--- src/rtl/pctd_pkg.sv ---
// shared types, character codes and helper functions for the percent decoder
package pctd_pkg;

  // character codes
  localparam logic [7:0] CharPercent = 8'h25;
  localparam logic [7:0] CharPlus    = 8'h2B;
  localparam logic [7:0] CharMinus   = 8'h2D;
  localparam logic [7:0] CharSpace   = 8'h20;

  // escape progress
  typedef enum logic [1:0] {
    PEND_NONE  = 2'd0,
    PEND_PCT   = 2'd1,
    PEND_DIGIT = 2'd2
  } pend_e;

  // input item
  typedef struct packed {
    logic [7:0] in_byte;
    logic       in_last;
  } in_t;

  // result item
  typedef struct packed {
    logic [7:0] out_byte;
    logic       out_run_end;
    logic       out_stream_end;
    logic       out_error;
  } out_t;

  // decoder state carried between items
  typedef struct packed {
    pend_e      pend;
    logic [7:0] first_digit;
    logic       failed;
  } state_t;

  // results of one item, up to two
  typedef struct packed {
    logic [1:0] count;
    out_t       res0;
    out_t       res1;
  } dec_t;

  // hex digit value, msb flags a valid digit
  function automatic logic [4:0] hex_digit(input logic [7:0] c);
    logic [4:0] r;
    r = 5'd0;
    if (c >= 8'h30 && c <= 8'h39) begin
      r = {1'b1, c[3:0]};
    end else if ((c >= 8'h41 && c <= 8'h46) || (c >= 8'h61 && c <= 8'h66)) begin
      r = {1'b1, c[3:0] + 4'd9};
    end
    return r;
  endfunction

  function automatic logic is_ws(input logic [7:0] c);
    return (c == CharSpace) || (c >= 8'h09 && c <= 8'h0D);
  endfunction

  function automatic logic [7:0] plain(input logic [7:0] c);
    return (c == CharPlus) ? CharSpace : c;
  endfunction

endpackage

--- src/rtl/percent_decoder.sv ---
// top level of the streaming url percent decoder
//
// Input channel in_valid_i/in_ready_o carries one encoded byte and a last
// flag per transfer; output channel out_valid_o/out_ready_i carries one
// decoded result per transfer. An input byte gives zero, one or two results.
// Each accepted byte is decoded in the cycle it is taken and its results are
// written into a four-entry result queue, so every result is registered
// before it reaches the output. One byte can be taken in every
// cycle while the receiver keeps up; a byte that gives two results leaves
// one extra entry in the queue, drained at one result per cycle. in_ready_o
// drops while the queue holds more than two results, i.e. when the receiver
// stalls, so no result is ever lost. Reset clears the escape state, the
// error flag and the queue; the block is ready once reset is released.
// After an error result the rest of the stream is dropped up to and
// including the byte flagged last.
module percent_decoder (
  input  logic           clk_i,
  input  logic           rst_ni,
  input  logic           in_valid_i,
  output logic           in_ready_o,
  input  pctd_pkg::in_t  in_data_i,
  output logic           out_valid_o,
  input  logic           out_ready_i,
  output pctd_pkg::out_t out_data_o
);

  pctd_pkg::state_t state_q, state_d, state_nxt;
  pctd_pkg::dec_t   dec, wr;
  logic             room, in_xfer;

  assign in_ready_o = room;
  assign in_xfer    = in_valid_i && room;

  pctd_decode u_decode (
    .item_i  (in_data_i),
    .state_i (state_q),
    .state_o (state_nxt),
    .dec_o   (dec)
  );

  // commit state and results only on an input transfer
  always_comb begin
    state_d = in_xfer ? state_nxt : state_q;
    wr      = dec;
    if (!in_xfer) begin
      wr.count = 2'd0;
    end
  end

  always_ff @(posedge clk_i or negedge rst_ni) begin
    if (!rst_ni) begin
      state_q <= '{pend: pctd_pkg::PEND_NONE, first_digit: 8'd0, failed: 1'b0};
    end else begin
      state_q <= state_d;
    end
  end

  pctd_outq u_outq (
    .clk_i       (clk_i),
    .rst_ni      (rst_ni),
    .wr_i        (wr),
    .room_o      (room),
    .out_valid_o (out_valid_o),
    .out_ready_i (out_ready_i),
    .out_data_o  (out_data_o)
  );

endmodule

--- src/rtl/pctd_decode.sv ---
// combinational decode of one byte against the current escape state
module pctd_decode (
  input  pctd_pkg::in_t    item_i,
  input  pctd_pkg::state_t state_i,
  output pctd_pkg::state_t state_o,
  output pctd_pkg::dec_t   dec_o
);

  logic [4:0] h1, h2;
  logic [7:0] esc_byte;
  logic       esc_neg;

  // two-digit escape value, strtol style
  always_comb begin
    h1       = pctd_pkg::hex_digit(state_i.first_digit);
    h2       = pctd_pkg::hex_digit(item_i.in_byte);
    esc_byte = 8'd0;
    esc_neg  = 1'b0;
    if (h1[4]) begin
      esc_byte = h2[4] ? {h1[3:0], h2[3:0]} : {4'd0, h1[3:0]};
    end else if (h2[4]) begin
      if (pctd_pkg::is_ws(state_i.first_digit) ||
          state_i.first_digit == pctd_pkg::CharPlus) begin
        esc_byte = {4'd0, h2[3:0]};
      end else if (state_i.first_digit == pctd_pkg::CharMinus) begin
        esc_neg = (h2[3:0] != 4'd0);
      end
    end
  end

  // next state and results
  always_comb begin
    logic last;
    logic neg_hit;
    last    = item_i.in_last;
    neg_hit = 1'b0;
    state_o = state_i;
    dec_o   = '0;
    if (state_i.failed) begin
      if (last) begin
        state_o.failed = 1'b0;
        state_o.pend   = pctd_pkg::PEND_NONE;
      end
    end else begin
      unique case (state_i.pend)
        pctd_pkg::PEND_PCT: begin
          if (last) begin
            dec_o.count         = 2'd2;
            dec_o.res0.out_byte = pctd_pkg::CharPercent;
            dec_o.res1.out_byte = pctd_pkg::plain(item_i.in_byte);
          end else begin
            state_o.first_digit = item_i.in_byte;
            state_o.pend        = pctd_pkg::PEND_DIGIT;
          end
        end
        pctd_pkg::PEND_DIGIT: begin
          state_o.pend = pctd_pkg::PEND_NONE;
          dec_o.count  = 2'd1;
          if (esc_neg) begin
            neg_hit                   = 1'b1;
            dec_o.res0.out_error      = 1'b1;
            dec_o.res0.out_run_end    = 1'b1;
            dec_o.res0.out_stream_end = 1'b1;
            state_o.failed            = !last;
          end else begin
            dec_o.res0.out_byte = esc_byte;
          end
        end
        default: begin
          state_o.pend = pctd_pkg::PEND_NONE;
          if (item_i.in_byte == pctd_pkg::CharPercent) begin
            if (last) begin
              dec_o.count         = 2'd1;
              dec_o.res0.out_byte = pctd_pkg::CharPercent;
            end else begin
              state_o.pend = pctd_pkg::PEND_PCT;
            end
          end else begin
            dec_o.count         = 2'd1;
            dec_o.res0.out_byte = pctd_pkg::plain(item_i.in_byte);
          end
        end
      endcase
      if (last) begin
        state_o.pend = pctd_pkg::PEND_NONE;
      end
      // flag the last result of this item
      if (!neg_hit) begin
        if (dec_o.count == 2'd1) begin
          dec_o.res0.out_run_end    = 1'b1;
          dec_o.res0.out_stream_end = last;
        end else if (dec_o.count == 2'd2) begin
          dec_o.res1.out_run_end    = 1'b1;
          dec_o.res1.out_stream_end = last;
        end
      end
    end
  end

endmodule

--- src/rtl/pctd_outq.sv ---
// four-entry result queue, writes up to two results and reads one per cycle while the receiver is ready
module pctd_outq (
  input  logic           clk_i,
  input  logic           rst_ni,
  input  pctd_pkg::dec_t wr_i,
  output logic           room_o,
  output logic           out_valid_o,
  input  logic           out_ready_i,
  output pctd_pkg::out_t out_data_o
);

  localparam int Depth = 4;
  localparam int PtrW  = $clog2(Depth);

  pctd_pkg::out_t  mem_q [Depth];
  logic [PtrW-1:0] head_q, head_d, tail_q, tail_d;
  logic [PtrW:0]   cnt_q, cnt_d;
  logic            rd;

  assign room_o      = (cnt_q <= (PtrW+1)'(Depth - 2));
  assign out_valid_o = (cnt_q != '0);
  assign out_data_o  = mem_q[head_q];
  assign rd          = out_valid_o && out_ready_i;

  // pointer and fill update
  always_comb begin
    tail_d = tail_q + PtrW'(wr_i.count);
    head_d = head_q + PtrW'(rd);
    cnt_d  = cnt_q + (PtrW+1)'(wr_i.count) - (PtrW+1)'(rd);
  end

  always_ff @(posedge clk_i or negedge rst_ni) begin
    if (!rst_ni) begin
      head_q <= '0;
      tail_q <= '0;
      cnt_q  <= '0;
    end else begin
      head_q <= head_d;
      tail_q <= tail_d;
      cnt_q  <= cnt_d;
    end
  end

  // result storage
  always_ff @(posedge clk_i) begin
    if (wr_i.count != 2'd0) begin
      mem_q[tail_q] <= wr_i.res0;
    end
    if (wr_i.count == 2'd2) begin
      mem_q[tail_q + PtrW'(1)] <= wr_i.res1;
    end
  end

endmodule

--- config.mk ---
export PLATFORM = sky130hd
export DESIGN_NAME = percent_decoder
export DESIGN_NICKNAME = d
export VERILOG_FILES = /design/src/rtl/pctd_pkg.sv /design/src/rtl/percent_decoder.sv /design/src/rtl/pctd_decode.sv /design/src/rtl/pctd_outq.sv
export SDC_FILE = /design/constraint.sdc
export NUM_CORES = 1
export LEC_CHECK = 0
export ABC_AREA = 0
export BUFFER_PORTS_ARGS = -buffer_cell sky130_fd_sc_hd__clkbuf_2
export CAP_MARGIN = 20
export CORE_UTILIZATION = 50
export DETAILED_ROUTE_END_ITERATION = 10
export GPL_TIMING_DRIVEN = 0
export PLACE_DENSITY_LB_ADDON = 0.15
export SKIP_CTS_REPAIR_TIMING = 1
export SYNTH_ARGS = -nofsm -noshare
export SYNTH_HDL_FRONTEND = slang
export SYNTH_SLANG_ARGS = --single-unit
--- constraint.sdc ---
create_clock -name clk_i -period 7.72 [get_ports clk_i]
set_input_delay 0.772 -clock clk_i [delete_from_list [all_inputs] [get_ports clk_i]]
set_output_delay 0.772 -clock clk_i [all_outputs]
set_load 0.05 [all_outputs]
== Word-level counts from Yosys, hierarchy flattened ==
Memories as Yosys holds them, arrays and structs flattened.
Index checks and enable logic that the tools add are counted.
Widths: inputs -> output; s select.

* Add/subtract/negate cells: 7
* $lt $le $gt $ge: 15
* Eq/ne operators: 11
* Mux-type cells: 46
* Bitwise operators: 2
* Reductions and logical operators: 19

{| class="wikitable"
|+ Operators by type and width
! kind !! number
|-
| $mux 8 || 7
|-
| $eq 8x6->1 const B || 5
|-
| $ge 8x7->1 const B || 4
|-
| $le 8x7->1 const B || 4
|-
| $mux 23 || 1
|-
| $mux 10 || 2
|-
| $mux 5 || 4
|-
| $pmux 10 s2 || 1
|-
| $mux 2 || 9
|-
| $mux 9 || 2
|-
| $ge 8x6->1 const B || 2
|-
| $le 8x6->1 const B || 2
|-
| $mux 1 || 16
|-
| $logic_and 1x1->1 || 9
|-
| $add 4x4->4 const B || 2
|-
| $ge 8x4->1 const B || 1
|-
| $le 8x4->1 const B || 1
|-
| $eq 2x2->1 const B || 3
|-
| $mux 3 || 2
|-
| $eq 2x1->1 const B || 2
|-
| $logic_or 1x1->1 || 4
|-
| $mux 4 || 1
|-
| $pmux 2 s2 || 1
|-
| $reduce_and 4->1 || 1
|-
| 13 further kinds || 14
|}

* Flip-flop bits (word level): 18
* Bits in writable memories: 44
* Bits of input ports: 13
* Output and inout bits: 13
* Word-level logic and storage cells: 107
* Memories kept: 1

{| class="wikitable"
|+ Memories
! memory !! words !! width !! rd ports !! clocked after Yosys merged registers in !! wr ports !! RTL line !! RTL
|-
| u_outq.mem_q || 4 || 11 || 1 || 0 || 2 || pctd_outq.sv:15 || <nowiki>pctd_pkg::out_t mem_q [Depth];</nowiki>
|}

== Depth between registers and ports, before layout ==
* Depth in word-level cells: 22
* Gate-level depth with buffers: 12
* Depth with buffers taken out: 12

== Cells and area by module ==
Synthesis repeated with hierarchy kept, for this count alone.

* Cells, all modules: 329
* Area, all modules: 4146.5 um^2

{| class="wikitable"
|+ By module, submodules not included
! module !! instances !! cells an instance !! area each (um^2) !! sequential area each (um^2)
|-
| pctd_outq || 1 || 145 || 2651.3 || 1496.4
|-
| pctd_decode || 1 || 158 || 1026.0 || 0.0
|-
| percent_decoder || 1 || 26 || 469.2 || 275.3
|}

== Worst setup path before layout ==
Ideal clock, no wire load.

* Path kind: register to register
* Start: register u_outq.cnt_q[1]
* End: register u_outq.cnt_q[2]
* Setup time: 0.123 ns
* Data arrival time: 3.045 ns
* Required time: 7.597 ns
* Setup slack: 4.552 ns
* Cell stages (with the launch flop): 11
* Buffers on the path: 0
* Clock period less this slack: 3.168 ns
* Path through: dfrtp_1 > a21oi_1 > nand3_1 > or3_1 > ha_1 > inv_1 > ha_1 > inv_1 > fa_1 > xor2_1 > xnor2_1

* Word-level cells in the longest chain between the ends: 5
* Elaborated cells between the ends (all ways): 7
* Those cells by class: add/sub: 2; order compare: 1; mux: 1; reduce/logical: 3

{| class="wikitable"
|+ Ends and longest elaborated chain
! what !! RTL line !! RTL
|-
| start, declared || pctd_outq.sv:17 || <nowiki>logic [PtrW:0] cnt_q, cnt_d;</nowiki>
|-
| start signal, assigned || pctd_outq.sv:40 || <nowiki>cnt_q <= cnt_d;</nowiki>
|-
| $le 3x2->1 || pctd_outq.sv:20 || <nowiki>assign room_o = (cnt_q <= (PtrW+1)'(Depth - 2));</nowiki>
|-
| named net in_ready_o || percent_decoder.sv:20 || <nowiki>output logic in_ready_o,</nowiki>
|-
| $logic_and 1x1->1 || percent_decoder.sv:32 || <nowiki>assign in_xfer = in_valid_i && room;</nowiki>
|-
| $mux 2 || percent_decoder.sv:45 || <nowiki>if (!in_xfer) begin</nowiki>
|-
| $add 3x2->3 || pctd_outq.sv:29 || <nowiki>cnt_d = cnt_q + (PtrW+1)'(wr_i.count) - (PtrW+1)'(rd);</nowiki>
|-
| $sub 3x1->3 || pctd_outq.sv:29 ||
|-
| named net u_outq.cnt_d[2] || pctd_outq.sv:17 ||
|}

The timed path passes the listed nets, and every way through them passes these cells.
A chain may end at the register's enable or synchronous reset.

==> impl_metrics.toml <==
[run_status]
status = "finished clean"

[floorplanning]
design.die.area_um2 = 8140
dieWidth_um = 90.22
io_pins = 26
die_h_um = 90.22
rows = 31
core-area_um2 = 7370
start_util = 0.5280

[cts]
h-tree-depth = 3
clkLatencyLatePin_ns = 0.35
clk_pin_slew_ns = 0.08
cts_tree = "yes"
cts_made_buffers = 9
clockBufferDepth = 2
cts_root_buffer = "clkbuf_8"
cts.sinks = 62

[sta]
skew_ns = 0.01025
min_period_ns = 3.295
hold_viol = 0
worst_slew_pin_slew_ns = 0.8868
timing.fmax_mhz = 303.5
min_period_over_period = 0.4268
setup_viol = 0
drv_slew = 0
slew_headroom = 0.4088
setup_slack_ns = 4.425
rsz0062_at_grt = "false"
finalSetupTns_ns = 0

[logic_synthesis]
synth_cell_types = 65
synthMuxAreaShare = 0.08360
synth_fp_nets = 413
syn_inst = 384
avgSynthCellArea_um2 = 10.13
synthAdderAreaFrac = 0.05338
synth_seq_cells = 62
synth-edff-count = 40
synthFlopType = "edfxtp_1"
synthXorXnorAreaFrac = 0.01350
synth_top_family_by_area = "compound AO/OA/AOI/OAI gates"
synth.cell_area_um2 = 3891
synth_simple_gate_area_frac = 0.1717
seq_area_frac_synth = 0.4450
synthArstFlopShare = 0.2903
synth-compound-area-share = 0.1942
yosysWarnings = 0

[drt]
highest_layer = "met4"
vias = 3257
drt_iter0_markers = 328
ant_nets = 0
wl_met1_mm = 4.435
drt-wirelength-per-cell_um = 18.43
drt_pre_antenna_iters = 5
met3WireLength_um = 477
via_per_inst = 6.216
drc = 0
wl_met2_mm = 4.619
wirelength_mm = 9.657

[min_path]
hold_class = "in -> async"

[critical_path]
ff2ff_path_depth = 7
cp.arrival_ns = 3.28
required_ns = 7.70
cp_top_family = "simple AND/OR/NAND/NOR gates"
end_kind = "flip-flop"
worst-path-stages = 8
max_stage_delay_ns = 0.62
critPathMaxFanout = 10
worstSetupPathType = "in -> reg"
crit_slowest_cell = "or4_1"
cp_num_buf_inv = 3
path_cells = "clkbuf_2 > inv_1 > ha_1 > and3b_1 > and4_1 > or4_1 > clkbuf_1 > nand2_1"
start_kind = "primary input"

[final_layout]
drive_above_1_share = 0.1624
diodes = 0
stdcell_count = 524
fin_nets = 449
utilization = 0.5908
area_growth_pct = 11.90

[run]
max-cap-violations = 0

[global_routing]
grt.overflow.total = 0
grt_max_degree = 19
grt_pass1_vias = 3045
track_usage = 0.2539
grt_first_pass_wirelength_mm = 15.88
antenna_found_initial = 0

[placement]
port_buffers = 25
place_congestion = 0.9032
place_ws_ns = 4.072
dpl.cell_count = 508
dp_hpwl_mm = 7.098

[pwr]
p_leak_nw = 1.646
p_per_area_nw_per_um2 = 271.4
ir_drop_mv = 0.1681
state kept, by name, indices dropped and copies added, names as in the netlist:
register / count
u_outq.cnt_q: 3
u_outq.tail_q: 2
state_q: 11
u_outq.head_q: 2
u_outq.mem_q: 44
placed cells by master (no fill, tap or decap), types with 3 or more instances in the layout:
cell type and n:
a211oi_1 4, a21oi_1 18, a21oi_2 3, a22oi_1 5, a31oi_1 4, and2_1 5, and3_1 3, buf_1 5
clkbuf_1 14, clkbuf_2 25, clkbuf_8 9, dfrtp_1 18, dfxtp_1 4, edfxtp_1 40, ha_1 15, inv_1 19
mux2_2 6, mux4_2 11, nand2_1 36, nand2b_1 4, nand3_1 10, nand4_1 3, nor2_1 25, nor3_1 8
o21ai_0 29, o21ai_1 6, o22a_1 4, o22ai_1 25, o31a_1 3, or2_2 3, or3_1 7, or4_1 4
xnor2_1 3, xor2_1 3
per-stage QoR:
step	power (mW)	hold WS (ns)	instance area, um^2
2_1_floorplan	0.7723	0.4379	3891
3_3_place_gp	0.8665	0.4480	4140
3_5_place_dp	0.8777	0.4557	4140
4_1_cts	1.189	0.3776	4354
5_1_grt	1.243	0.3973	4354
6_report	1.182	0.3673	4354
worst register-to-register path: stages (launching register included):
cell and delay (ns):
dfrtp_1 0.37, inv_1 0.06, ha_1 0.28, clkbuf_1 0.20, and4_1 0.28, or4_1 0.62
clkbuf_1 0.30, nand2_1 0.52
power breakdown:
group          switching (mW)  internal [mW]
sequential             0.0254          0.404
combinational           0.298          0.141
clock                   0.132          0.181
total                   0.455          0.727
Yosys cell counts (6+ instances only):
master / number / area (um^2)
dfrtp_1: 18 / 450.4
o21ai_1: 6 / 30.03
ha_1: 15 / 187.7
nand2_1: 36 / 135.1
o22ai_1: 25 / 156.4
edfxtp_1: 40 / 1201
inv_1: 19 / 71.32
nand3_1: 10 / 50.05
clkbuf_1: 13 / 48.80
a21oi_1: 18 / 90.09
or3_1: 7 / 43.79
o21ai_0: 29 / 145.1
mux4_2: 11 / 247.7
mux2_2: 6 / 67.56
nor2_1: 25 / 93.84
nor3_1: 8 / 40.04
worst paths after layout:
kind | start | endpoint | slack [ns]
worst min-delay path | rst_ni | u_outq.head_q[1]$_DFF_PN0_ | 0.37
worst max register to register | state_q[9]$_DFFE_PN0P_ | u_outq.mem_q[2][9]$_DFFE_PP_ | 4.74
worst max-delay path | in_data_i[2] | u_outq.mem_q[2][9]$_DFFE_PP_ | 4.43
min in group clk_i | u_outq.mem_q[3][0]$_SDFFE_PP0P_ | u_outq.mem_q[3][0]$_SDFFE_PP0P_ | 0.46
worst min register to register | u_outq.mem_q[3][0]$_SDFFE_PP0P_ | u_outq.mem_q[3][0]$_SDFFE_PP0P_ | 0.46
max in group asynchronous | rst_ni | u_outq.tail_q[0]$_DFF_PN0_ | 7.02
layer usage:
layer  vias up  GRT usage
met5         -          0
met1      1579     0.3474
li1       1545          -
met3        12    0.05668
met4         0    0.06452
met2       121     0.4097
layout make-up:
| class | count | area [um^2] |
|---|---|---|
| buffer | 19 | 78.83 |
| clock buffer | 10 | 127.6 |
| clock inverter | 6 | 86.33 |
| fill | 672 | 3015 |
| inverter | 19 | 71.32 |
| multi-input combinational | 284 | 2009 |
| sequential | 62 | 1732 |
| tap | 99 | 123.9 |
| timing repair buffer | 25 | 125.1 |
kinds of logic (layout without fill, tap and decap cells):
family,Yosys count,in the layout
buffers and inverters,38,79
AND/OR/NAND/NOR,125,125
adder cells (fa/ha/maj),16,16
multiplexers,18,18
flip-flops,62,62
AO/OA/AOI/OAI,119,119
XOR/XNOR,6,6
Note: power is estimated with default switching activity, not from simulation.
